==> src/design/fwt_pkg.sv <==
// Shared constants, types and codes for the Fenwick tree range-sum block.
`default_nettype none
package fwt_pkg;

	// Store geometry
	localparam int MAX_ENTRIES = 1024;
	localparam int ADDR_W      = $clog2(MAX_ENTRIES);
	localparam int N_W         = ADDR_W + 1;
	localparam int K_W         = ADDR_W + 2;
	localparam int SUM_W       = 32;
	localparam int DELTA_W     = 16;
	localparam int STS_W       = 2;

	// Stream packing
	localparam int IN_TDATA_W  = 40;
	localparam int LO_LSB      = 0;
	localparam int HI_LSB      = ADDR_W;
	localparam int DELTA_LSB   = 2 * ADDR_W;
	localparam int OUT_TDATA_W = SUM_W;

	// Command codes
	localparam logic CMD_ADD   = 1'b0;
	localparam logic CMD_QUERY = 1'b1;

	// Status codes
	localparam logic [STS_W-1:0] STS_OK       = 2'd0;
	localparam logic [STS_W-1:0] STS_BEYOND   = 2'd1;
	localparam logic [STS_W-1:0] STS_INVERTED = 2'd2;

	// Size register reset value
	localparam logic [N_W-1:0] N_RESET = N_W'(MAX_ENTRIES);

	// Controller states, one-hot
	typedef enum logic [5:0] {
		ST_CLR  = 6'b000001,
		ST_IDLE = 6'b000010,
		ST_ADD  = 6'b000100,
		ST_QHI  = 6'b001000,
		ST_QLO  = 6'b010000,
		ST_FIN  = 6'b100000
	} state_t;

	// Commands from controller to datapath
	typedef struct packed {
		logic load;
		logic clr_step;
		logic add_step;
		logic qry_step;
		logic qry_sub;
		logic load_lo;
		logic out_load;
	} dp_cmd_t;

	// Status from datapath to controller
	typedef struct packed {
		logic clr_last;
		logic k_zero;
		logic k_over;
		logic flagged;
		logic is_query;
	} dp_sts_t;

endpackage
`default_nettype wire

==> src/design/fwt_ctrl.sv <==
// Controller state machine for the Fenwick tree range-sum block.
`default_nettype none
module fwt_ctrl (
	input  wire               clk,
	input  wire               arst_n,
	input  wire               s_tvalid,
	output logic              s_tready,
	output logic              m_tvalid,
	input  wire               m_tready,
	input  fwt_pkg::dp_sts_t  sts,
	output fwt_pkg::dp_cmd_t  cmd
);

	fwt_pkg::state_t state_q, state_d;
	logic            out_vld_q;
	logic            accept;

	assign s_tready = (state_q == fwt_pkg::ST_IDLE);
	assign m_tvalid = out_vld_q;
	assign accept   = s_tvalid & s_tready;

	// Decode next state and datapath commands
	always_comb begin
		state_d = state_q;
		cmd     = '0;
		case (state_q)
			fwt_pkg::ST_CLR: begin
				cmd.clr_step = 1'b1;
				if (sts.clr_last) begin
					state_d = fwt_pkg::ST_IDLE;
				end
			end
			fwt_pkg::ST_IDLE: begin
				if (accept) begin
					cmd.load = 1'b1;
					if (sts.flagged) begin
						state_d = fwt_pkg::ST_FIN;
					end else if (sts.is_query) begin
						state_d = fwt_pkg::ST_QHI;
					end else begin
						state_d = fwt_pkg::ST_ADD;
					end
				end
			end
			fwt_pkg::ST_ADD: begin
				if (sts.k_over) begin
					state_d = fwt_pkg::ST_FIN;
				end else begin
					cmd.add_step = 1'b1;
				end
			end
			fwt_pkg::ST_QHI: begin
				if (sts.k_zero) begin
					cmd.load_lo = 1'b1;
					state_d     = fwt_pkg::ST_QLO;
				end else begin
					cmd.qry_step = 1'b1;
				end
			end
			fwt_pkg::ST_QLO: begin
				if (sts.k_zero) begin
					state_d = fwt_pkg::ST_FIN;
				end else begin
					cmd.qry_step = 1'b1;
					cmd.qry_sub  = 1'b1;
				end
			end
			fwt_pkg::ST_FIN: begin
				// Wait for the output register to free up
				if (!out_vld_q || m_tready) begin
					cmd.out_load = 1'b1;
					state_d      = fwt_pkg::ST_IDLE;
				end
			end
			default: begin
				state_d = fwt_pkg::ST_IDLE;
			end
		endcase
	end

	// Hold state and output valid
	always_ff @(posedge clk or negedge arst_n) begin
		if (!arst_n) begin
			state_q   <= fwt_pkg::ST_CLR;
			out_vld_q <= 1'b0;
		end else begin
			state_q <= state_d;
			if (cmd.out_load) begin
				out_vld_q <= 1'b1;
			end else if (m_tready) begin
				out_vld_q <= 1'b0;
			end
		end
	end

endmodule
`default_nettype wire

==> config.mk <==
export PLATFORM = sky130hd
export DESIGN_NAME = fwt_ctrl
export DESIGN_NICKNAME = d
export VERILOG_FILES = /design/src/design/fwt_pkg.sv /design/src/design/fwt_ctrl.sv
export SDC_FILE = /design/constraint.sdc
export NUM_CORES = 1
export LEC_CHECK = 0
export BUFFER_PORTS_ARGS = -buffer_cell sky130_fd_sc_hd__clkbuf_2
export CORE_AREA = 2 2 39 41
export DETAILED_ROUTE_END_ITERATION = 10
export DIE_AREA = 0 0 41 43
export SKIP_CTS_REPAIR_TIMING = 1
export SLEW_MARGIN = 20
export SYNTH_ARGS = -nofsm -noshare
export SYNTH_HDL_FRONTEND = slang
export SYNTH_SLANG_ARGS = --single-unit
==> constraint.sdc <==
create_clock -name clk -period 4.03 [get_ports clk]
set_input_delay 0.6045 -clock clk [delete_from_list [all_inputs] [get_ports clk]]
set_output_delay 0.6045 -clock clk [all_outputs]
set_load 0.1 [all_outputs]
== Word level (Yosys, flattened, before mapping) ==
Index checks and enable logic that the tools add are counted.

* Bits in registers: 7
* Latch bits: 0
* Bits in writable memories: 0
* Bits in read-only memories: 0
* Input bits: 9
* Output and inout bits: 9
* Word-level logic and storage cells: 43
* Memories: 0

* $add $sub $neg: 0
* Multipliers: 0
* Div/mod/pow operators: 0
* Order comparisons: 0
* Eq/ne operators: 12
* Shift-type cells: 0
* Multiplexer cells: 24
* Bitwise gates (word level): 1
* Reduce and logical (&&, ||, !) cells: 4

{| class="wikitable"
|+ Operator list
! cell !! number
|-
| $mux 6 || 7
|-
| $pmux 6 s6 || 1
|-
| $mux 1 || 13
|-
| $ne 2x2->1 const B || 5
|-
| $eq 6x1->1 const B || 1
|-
| $eq 6x2->1 const B || 1
|-
| $eq 6x3->1 const B || 1
|-
| $eq 6x4->1 const B || 1
|-
| $eq 6x5->1 const B || 1
|-
| $eq 6x6->1 const B || 1
|-
| $reduce_and 6->1 || 1
|-
| $mux 4 || 1
|-
| $mux 2 || 1
|-
| $ne 2x1->1 const B || 1
|-
| $pmux 1 s2 || 1
|-
| $reduce_bool 2->1 || 1
|-
| $and 1x1->1 || 1
|-
| $logic_not 1->1 || 1
|-
| $logic_or 1x1->1 || 1
|}

== Logic depth before layout (Yosys ltp) ==
Gate-level depths: netlist of the first run.

* Word-level depth: 5
* Depth in mapped cells: 6
* Mapped depth without buffers: 5

== Least setup slack after synthesis of the first run ==
Ideal clock, no wire load.

* Kind: flip-flop to output port
* Start: register state_q[1]
* End: output port cmd[1] (netlist name)
* Data arrival time: 3.058 ns
* Data required time: 3.425 ns
* Path slack: 0.368 ns
* Stages on the path, launching flop included: 4
* Buffers on the path: 0
* Path through: dfrtp_1 > nor3_1 > nand3b_1 > nor3b_1

{| class="wikitable"
|+ RTL lines
! element !! RTL line !! source
|-
| from (decl) || fwt_ctrl.sv:14 || <nowiki>fwt_pkg::state_t state_q, state_d;</nowiki>
|-
| from (signal assigned) || fwt_ctrl.sv:84 || <nowiki>state_q <= fwt_pkg::ST_CLR;</nowiki>
|-
| from (signal assigned) || fwt_ctrl.sv:87 || <nowiki>state_q <= state_d;</nowiki>
|-
| to (decl) || fwt_ctrl.sv:11 || <nowiki>output fwt_pkg::dp_cmd_t cmd</nowiki>
|}

==> flow_metrics.py, run 1 <==
metrics = {
    "timing": {
        "period_minus_slack_ps": 2530,
        "rsz0062_at_grt": "no",
        "fin_tns_setup_ps": 0,
        "slew_violations": 0,
        "slew_headroom_pct": 64.0,
        "setup_violations": 0,
        "fin_worst_skew_ps": 1.29,
        "period_share_pct": 62.7,
        "worst-slew-pin-transition_ps": 542,
        "worst_slack_ps": 1500,
        "final_hold_viol_count": 0,
        "fmax_mhz": 396,
    },
    "place": {
        "place_inst": 79,
        "place.gp.congestion": 0.771,
        "io_buffers": 17,
        "dpl.hpwl_um": 780,
        "post-place-ws_ps": 1790,
    },
    "floorplan": {
        "ioPinCount": 18,
        "die_area_mm2": 0.00176,
        "core-area_mm2": 0.00138,
        "fp.dieH_um": 43,
        "die_w_um": 41,
        "start_util_pct": 35.4,
        "fp-row-count": 14,
    },
    "route": {
        "drt_iter0_drc": 3,
        "drtAntennaViolNets": 0,
        "vias": 422,
        "wl_um": 974,
        "drc_errors": 0,
        "vias_per_cell": 5.08,
        "wl_per_cell_um": 11.7,
        "firstDrtPassIters": 4,
    },
    "yosys": {
        "syn-cell-area_um2": 489,
        "synth_cells": 49,
        "synth_cell_types": 29,
        "synth_top_cell_by_area": "dfrtp_1",
        "synth_area_per_cell_um2": 9.98,
        "synthesis.nets": 58,
        "netlist_top_cells_area": "dfrtp_1 (31%), dfstp_2 (5.4%), xor2_1 (5.4%), buf_6 (4.6%), nor4_4 (4.3%)",
        "ys_seq_area_share_pct": 36.1,
        "synth_warnings": 0,
        "synth_top_area_share_pct": 30.7,
        "ys_seq_elements": 7,
    },
    "power_and_ir_drop": {
        "power_leakage_nw": 0.317,
        "p_per_area_mw_per_mm2": 822,
        "power_frac_comb_pct": 62.3,
        "p_sw_w": 0.000281,
        "peakVddDrop_mv": 0.551,
        "p_seq_share_pct": 24.4,
        "power_w": 0.000480,
        "intPower_w": 0.000199,
        "p_sw_share_pct": 58.6,
        "pwr-share-clk_pct": 13.3,
    },
    "finish": {
        "nets": 77,
        "finalNonFillerCells": 83,
        "diodes": 0,
        "drive_gt1_share_pct": 40.3,
        "synthToLayoutAreaGrowth_pct": 19.2,
        "layout_commonest_cell": "clkbuf_2",
        "final_cell_mix": "clkbuf_2 (17), dfrtp_1 (6), nor2_1 (4)",
    },
    "critical_path": {
        "critPathMaxFanout": 5,
        "end_kind": "output pin",
        "critical_path_class": "reg -> out",
        "crit_required_ps": 3430,
        "worstRegToRegCells": 4,
        "start_kind": "flip-flop",
        "arrival_ps": 1920,
    },
    "grt": {
        "antenna_found_initial": 0,
        "grt_max_degree": 10,
        "grt_pass1_vias": 361,
        "grt_usage_pct": 12.9,
        "grt_pass1_wl_mm": 1.53,
        "overflow": 0,
    },
    "outcome": {
        "status": "finished clean",
    },
    "clocking": {
        "clockRootBuffer": "clkbuf_4",
        "insertion_delay_ps": 250,
        "ctsHtreeMaxLevel": 1,
        "cts_sinks": 7,
        "clock_path_buffers": 2,
        "cts_tree": "done",
        "clk_pin_slew_worst_paths_ps": 50,
        "cts_buffers": 3,
    },
    "flow_run": {
        "timing.max_cap.violations": 0,
    },
    "min_path": {
        "hold_path.class": "in -> async",
    },
}
-- metal layers --
layer	GRT usage (%)	vias to the layer above	share of wire [%]
met2	17.5	7	47
li1	-	213	-
met3	3.14	2	3.0
met4	6.00	0	1.4
met1	18.6	200	48
met5	0	-	0
-- power by group through the flow --
| stage | Clock, W | Sequential [W] | Combinational (W) |
|---|---|---|---|
| detailed placement | 0 | 0.000118 | 0.000300 |
| global placement | 0 | 0.000118 | 0.000298 |
| finish | 0.0000636 | 0.000117 | 0.000299 |
| CTS | 0.0000650 | 0.000116 | 0.000301 |
| global route | 0.0000686 | 0.000121 | 0.000315 |
| floorplan | 0 | 0.000141 | 0.000240 |
-- synthesized netlist by cell type (all sizes together) --
master  number
and3         2
a22oi        1
dfstp        1
inv          3
o22ai        1
nand2        2
nor2b        1
nand3        2
buf          3
xor2         3
nor3         2
nand4b       1
nor4         2
o211ai       2
o21ai        2
o21bai       1
nor2         4
nor3b        1
nand3b       3
o31ai        2
nand2b       1
clkinv       1
dfrtp        6
o32ai        1
or2          1
-- path summary, 6_finish.rpt --
check,startpoint,end,slack (ps)
min in group clk,sts[4],state_q[0],500
max reg2reg,state_q[4],state_q[1],2550
max,state_q[1],cmd[1],1500
max in group asynchronous,arst_n,state_q[0],3610
min,arst_n,m_tvalid,190
min reg2reg,state_q[0],state_q[0],570
-- final cells by class --
type	instances	area [µm²]
well taps	16	20.0
flip-flops and latches	7	176
inverters	4	16.3
multi-input cells	35	259
repair buffers	17	85.1
fillers	148	801
clock buffers	4	26.3
-- sequential cells by signal, summed over array words and instances, names as in the netlist --
register,flops
state_q,6
m_tvalid,1
-- cell families after synthesis --
family                    after synthesis  share of synthesized area (%)
and+or+nand+nor                        22                           30.7
xor gates and xnor gates                3                           5.37
DFF                                     7                           36.1
buffers and inverters                   7                           11.0
AOI/OAI and AO/OA                      10                           16.9
-- worst max-delay path: stages, from the launching register on --
cell and delay (ps):
dfrtp_1 430, nor3_1 350, nand3b_1 150, nor3b_1 250, clkbuf_2 500
-- per-stage QoR --
| step | util (%) | cell area, µm² | hold slack (ps) |
|---|---|---|---|
| floorplan | - | 489 | 309 |
| global placement | 40.2 | 557 | 455 |
| detailed placement | 40.2 | 557 | 452 |
| CTS | 42.1 | 583 | 192 |
| global route | 42.1 | 583 | 190 |
| finish | 42.1 | 583 | 187 |
Note: power is estimated with default switching activity, not from simulation.
==> run 2, diff against run 1 <==
--- a/config.mk
+++ b/config.mk
@@ -5,6 +5,7 @@
 export SDC_FILE = /design/constraint.sdc
 export NUM_CORES = 1
 export LEC_CHECK = 0
+export ABC_AREA = 1
 export BUFFER_PORTS_ARGS = -buffer_cell sky130_fd_sc_hd__clkbuf_2
 export CORE_AREA = 2 2 39 41
 export DETAILED_ROUTE_END_ITERATION = 10
==> constraint.sdc (replaced) <==
create_clock -name clk -period 2.55 [get_ports clk]
set_input_delay 0.3825 -clock clk [delete_from_list [all_inputs] [get_ports clk]]
set_output_delay 0.3825 -clock clk [all_outputs]
set_load 0.1 [all_outputs]
==> run 2 against run 1 <==
Effect of this change:
- die area is the same
- sequential power increased by 43%
- highest routed layer unchanged
- flip-flop and latch count stayed put
- routed wire length increased by 14%
- final area grew 10%
- register-to-register slack worse by 1300 ps
- clock power grew 67%
- sequential share of layout area down 2.8 points
- synthesized area is 1.8% higher
==> flow_metrics.py, run 2 <==
metrics = {
    "grt": {
        "grt_usage_pct": 15.4,
        "grt_pass1_vias": 468,
        "antenna_found_initial": 0,
        "grt_max_degree": 9,
        "grt_pass1_wl_mm": 1.82,
        "overflow": 0,
    },
    "route": {
        "wl_per_cell_um": 10.3,
        "drc_errors": 0,
        "drtAntennaViolNets": 0,
        "vias": 518,
        "vias_per_cell": 4.80,
        "drt_iter0_drc": 13,
        "wl_mm": 1.11,
        "firstDrtPassIters": 4,
    },
    "critical_path": {
        "critical_path.top_delay_family": "simple AND/OR/NAND/NOR gates",
        "critical_path_class": "reg -> out",
        "crit_required_ps": 2170,
        "critPathMaxStageDelay_ps": 440,
        "start_kind": "flip-flop",
        "slowest_stage": "dfrtp_1",
        "arrival_ps": 1820,
        "worst-path-buf-inv": 2,
        "crit_chain": "nor2_4, nand4_2, nand2_1, nand2_2, inv_1, clkbuf_2",
        "critPathMaxFanout": 8,
        "end_kind": "output pin",
        "reg2reg_slack_ps": 1220,
    },
    "yosys": {
        "synth_cell_types": 17,
        "synth_warnings": 0,
        "synthMuxAreaShare_pct": 0,
        "synth_common_cells": "inv_1 (15), nand2_1 (13), nor2_1 (9), dfrtp_1 (6), nand3_1 (6)",
        "synth-simple-area-share_pct": 51.3,
        "synthesis.nets": 79,
        "dominantRegCellSynth": "dfrtp_1",
        "synth_top_area_share_pct": 30.2,
        "synth-edff-count": 0,
        "synth_fa_ha_area_share_pct": 0,
        "synth_top_family_by_area": "simple AND/OR/NAND/NOR gates",
        "synthXorXnorAreaFrac_pct": 0,
        "synth_cells": 70,
        "async_reset_ff_share_pct": 100,
        "synth_top_cell_by_area": "dfrtp_1",
        "synth-compound-area-share_pct": 2.01,
        "ys_seq_elements": 7,
        "netlist_top_cells_area": "dfrtp_1 (30%), inv_1 (11%), nand2_1 (9.8%), nor2_1 (6.8%), nand4_1 (6.3%)",
        "synth_area_per_cell_um2": 7.11,
        "syn-cell-area_um2": 498,
        "synth_most_common_cell": "inv_1",
        "ys_seq_area_share_pct": 35.4,
    },
    "min_path": {
        "hold_path.class": "in -> reg",
    },
    "timing": {
        "slew_violations": 0,
        "setup_violations": 0,
        "fin_worst_skew_ps": 3.07,
        "worst_slack_ps": 344,
        "slew_headroom_pct": 64.3,
        "final_hold_viol_count": 0,
        "worst-slew-pin-transition_ps": 538,
        "fin_tns_setup_ps": 0,
        "fmax_mhz": 453,
        "period_share_pct": 86.5,
        "period_minus_slack_ps": 2210,
        "rsz0062_at_grt": "no",
    },
    "place": {
        "place_area_um2": 606,
        "dpl.hpwl_um": 899,
        "post-place-ws_ps": 608,
        "io_buffers": 17,
        "place.gp.congestion": 0.701,
    },
    "finish": {
        "utilization_pct": 46.4,
        "nets": 102,
        "drive_gt1_share_pct": 35.9,
        "largest_reg_flops": 6,
        "diodes": 0,
        "fin_area_um2": 642,
        "final_cell_mix": "clkbuf_2 (17), inv_1 (15), nand2_1 (13)",
        "layout_commonest_cell": "clkbuf_2",
        "synthToLayoutAreaGrowth_pct": 28.9,
        "largest_register": "state_q",
    },
    "clocking": {
        "clk_pin_slew_worst_paths_ps": 50,
        "insertion_delay_ps": 260,
        "ctsHtreeMaxLevel": 1,
        "clock_path_buffers": 2,
        "cts_buffers": 3,
        "cts_sinks": 7,
        "cts_tree": "done",
        "clockRootBuffer": "clkbuf_4",
    },
    "floorplan": {
        "core-area_mm2": 0.00138,
        "start_util_pct": 36.0,
        "fp.dieH_um": 43,
        "die_area_mm2": 0.00176,
        "die_w_um": 41,
        "fp-row-count": 14,
        "ioPinCount": 18,
    },
    "power_and_ir_drop": {
        "peakVddDrop_mv": 0.799,
        "power_leakage_nw": 0.410,
        "power_w": 0.000798,
        "p_per_area_mw_per_mm2": 1240,
    },
    "outcome": {
        "status": "finished clean",
    },
    "flow_run": {
        "timing.max_cap.violations": 0,
    },
}
run 2: cell count changes after synthesis, moves of 2 or more:
cell	delta
inv_1	+12
nor2_4	+2
nor2_1	+5
and3_1	-2
nand3_1	+4
nand2_1	+11
nand3_2	+2
nand4_1	+5
nand3b_1	-2
buf_6	-2
o31ai_1	-2
o211ai_1	-2
nor2_2	+3
xor2_1	-3
run 2: cell families (layout without fill, tap and decap cells):
family,count (synthesis),count (layout)
DFF,7,7
AOI/OAI and AO/OA,2,2
and+or+nand+nor,46,46
buffers and inverters,15,37
run 2: per-stage QoR:
| step | cells | hold slack, ps |
|---|---|---|
| after CTS | 107 | -44.7 |
| after floorplan | 70 | 86.9 |
| after global placement | 103 | 233 |
| final | 108 | 329 |
| after global routing | 108 | 338 |
| after detailed placement | 103 | 234 |
run 2: cell type report:
| type | instances | area (µm²) |
|---|---|---|
| fill | 155 | 742 |
| multi-input combinational | 48 | 268 |
| sequential | 7 | 176 |
| timing repair buffer | 18 | 95.1 |
| inverter | 15 | 56.3 |
| clock buffer | 4 | 26.3 |
| tap | 16 | 20.0 |
run 2: final timing paths:
check	start	endpoint	cells after the start
max in group asynchronous	arst_n	state_q[0]	2
min in group asynchronous	arst_n	state_q[1]	2
max reg2reg	state_q[4]	state_q[5]	6
min reg2reg	m_tvalid	m_tvalid	2
min	m_tready	m_tvalid	2
max	state_q[4]	cmd[3]	6
run 2: metal layers:
layer	GRT usage [%]	wire (µm)
met2	23.1	538
met4	10.0	36
met1	18.8	487
met5	0	0
met3	3.14	46
run 2: power breakdown:
part / switching [W] / internal, W
sequential: 0.0000260 / 0.000142
combinational: 0.000417 / 0.000107
clock: 0.0000458 / 0.0000600
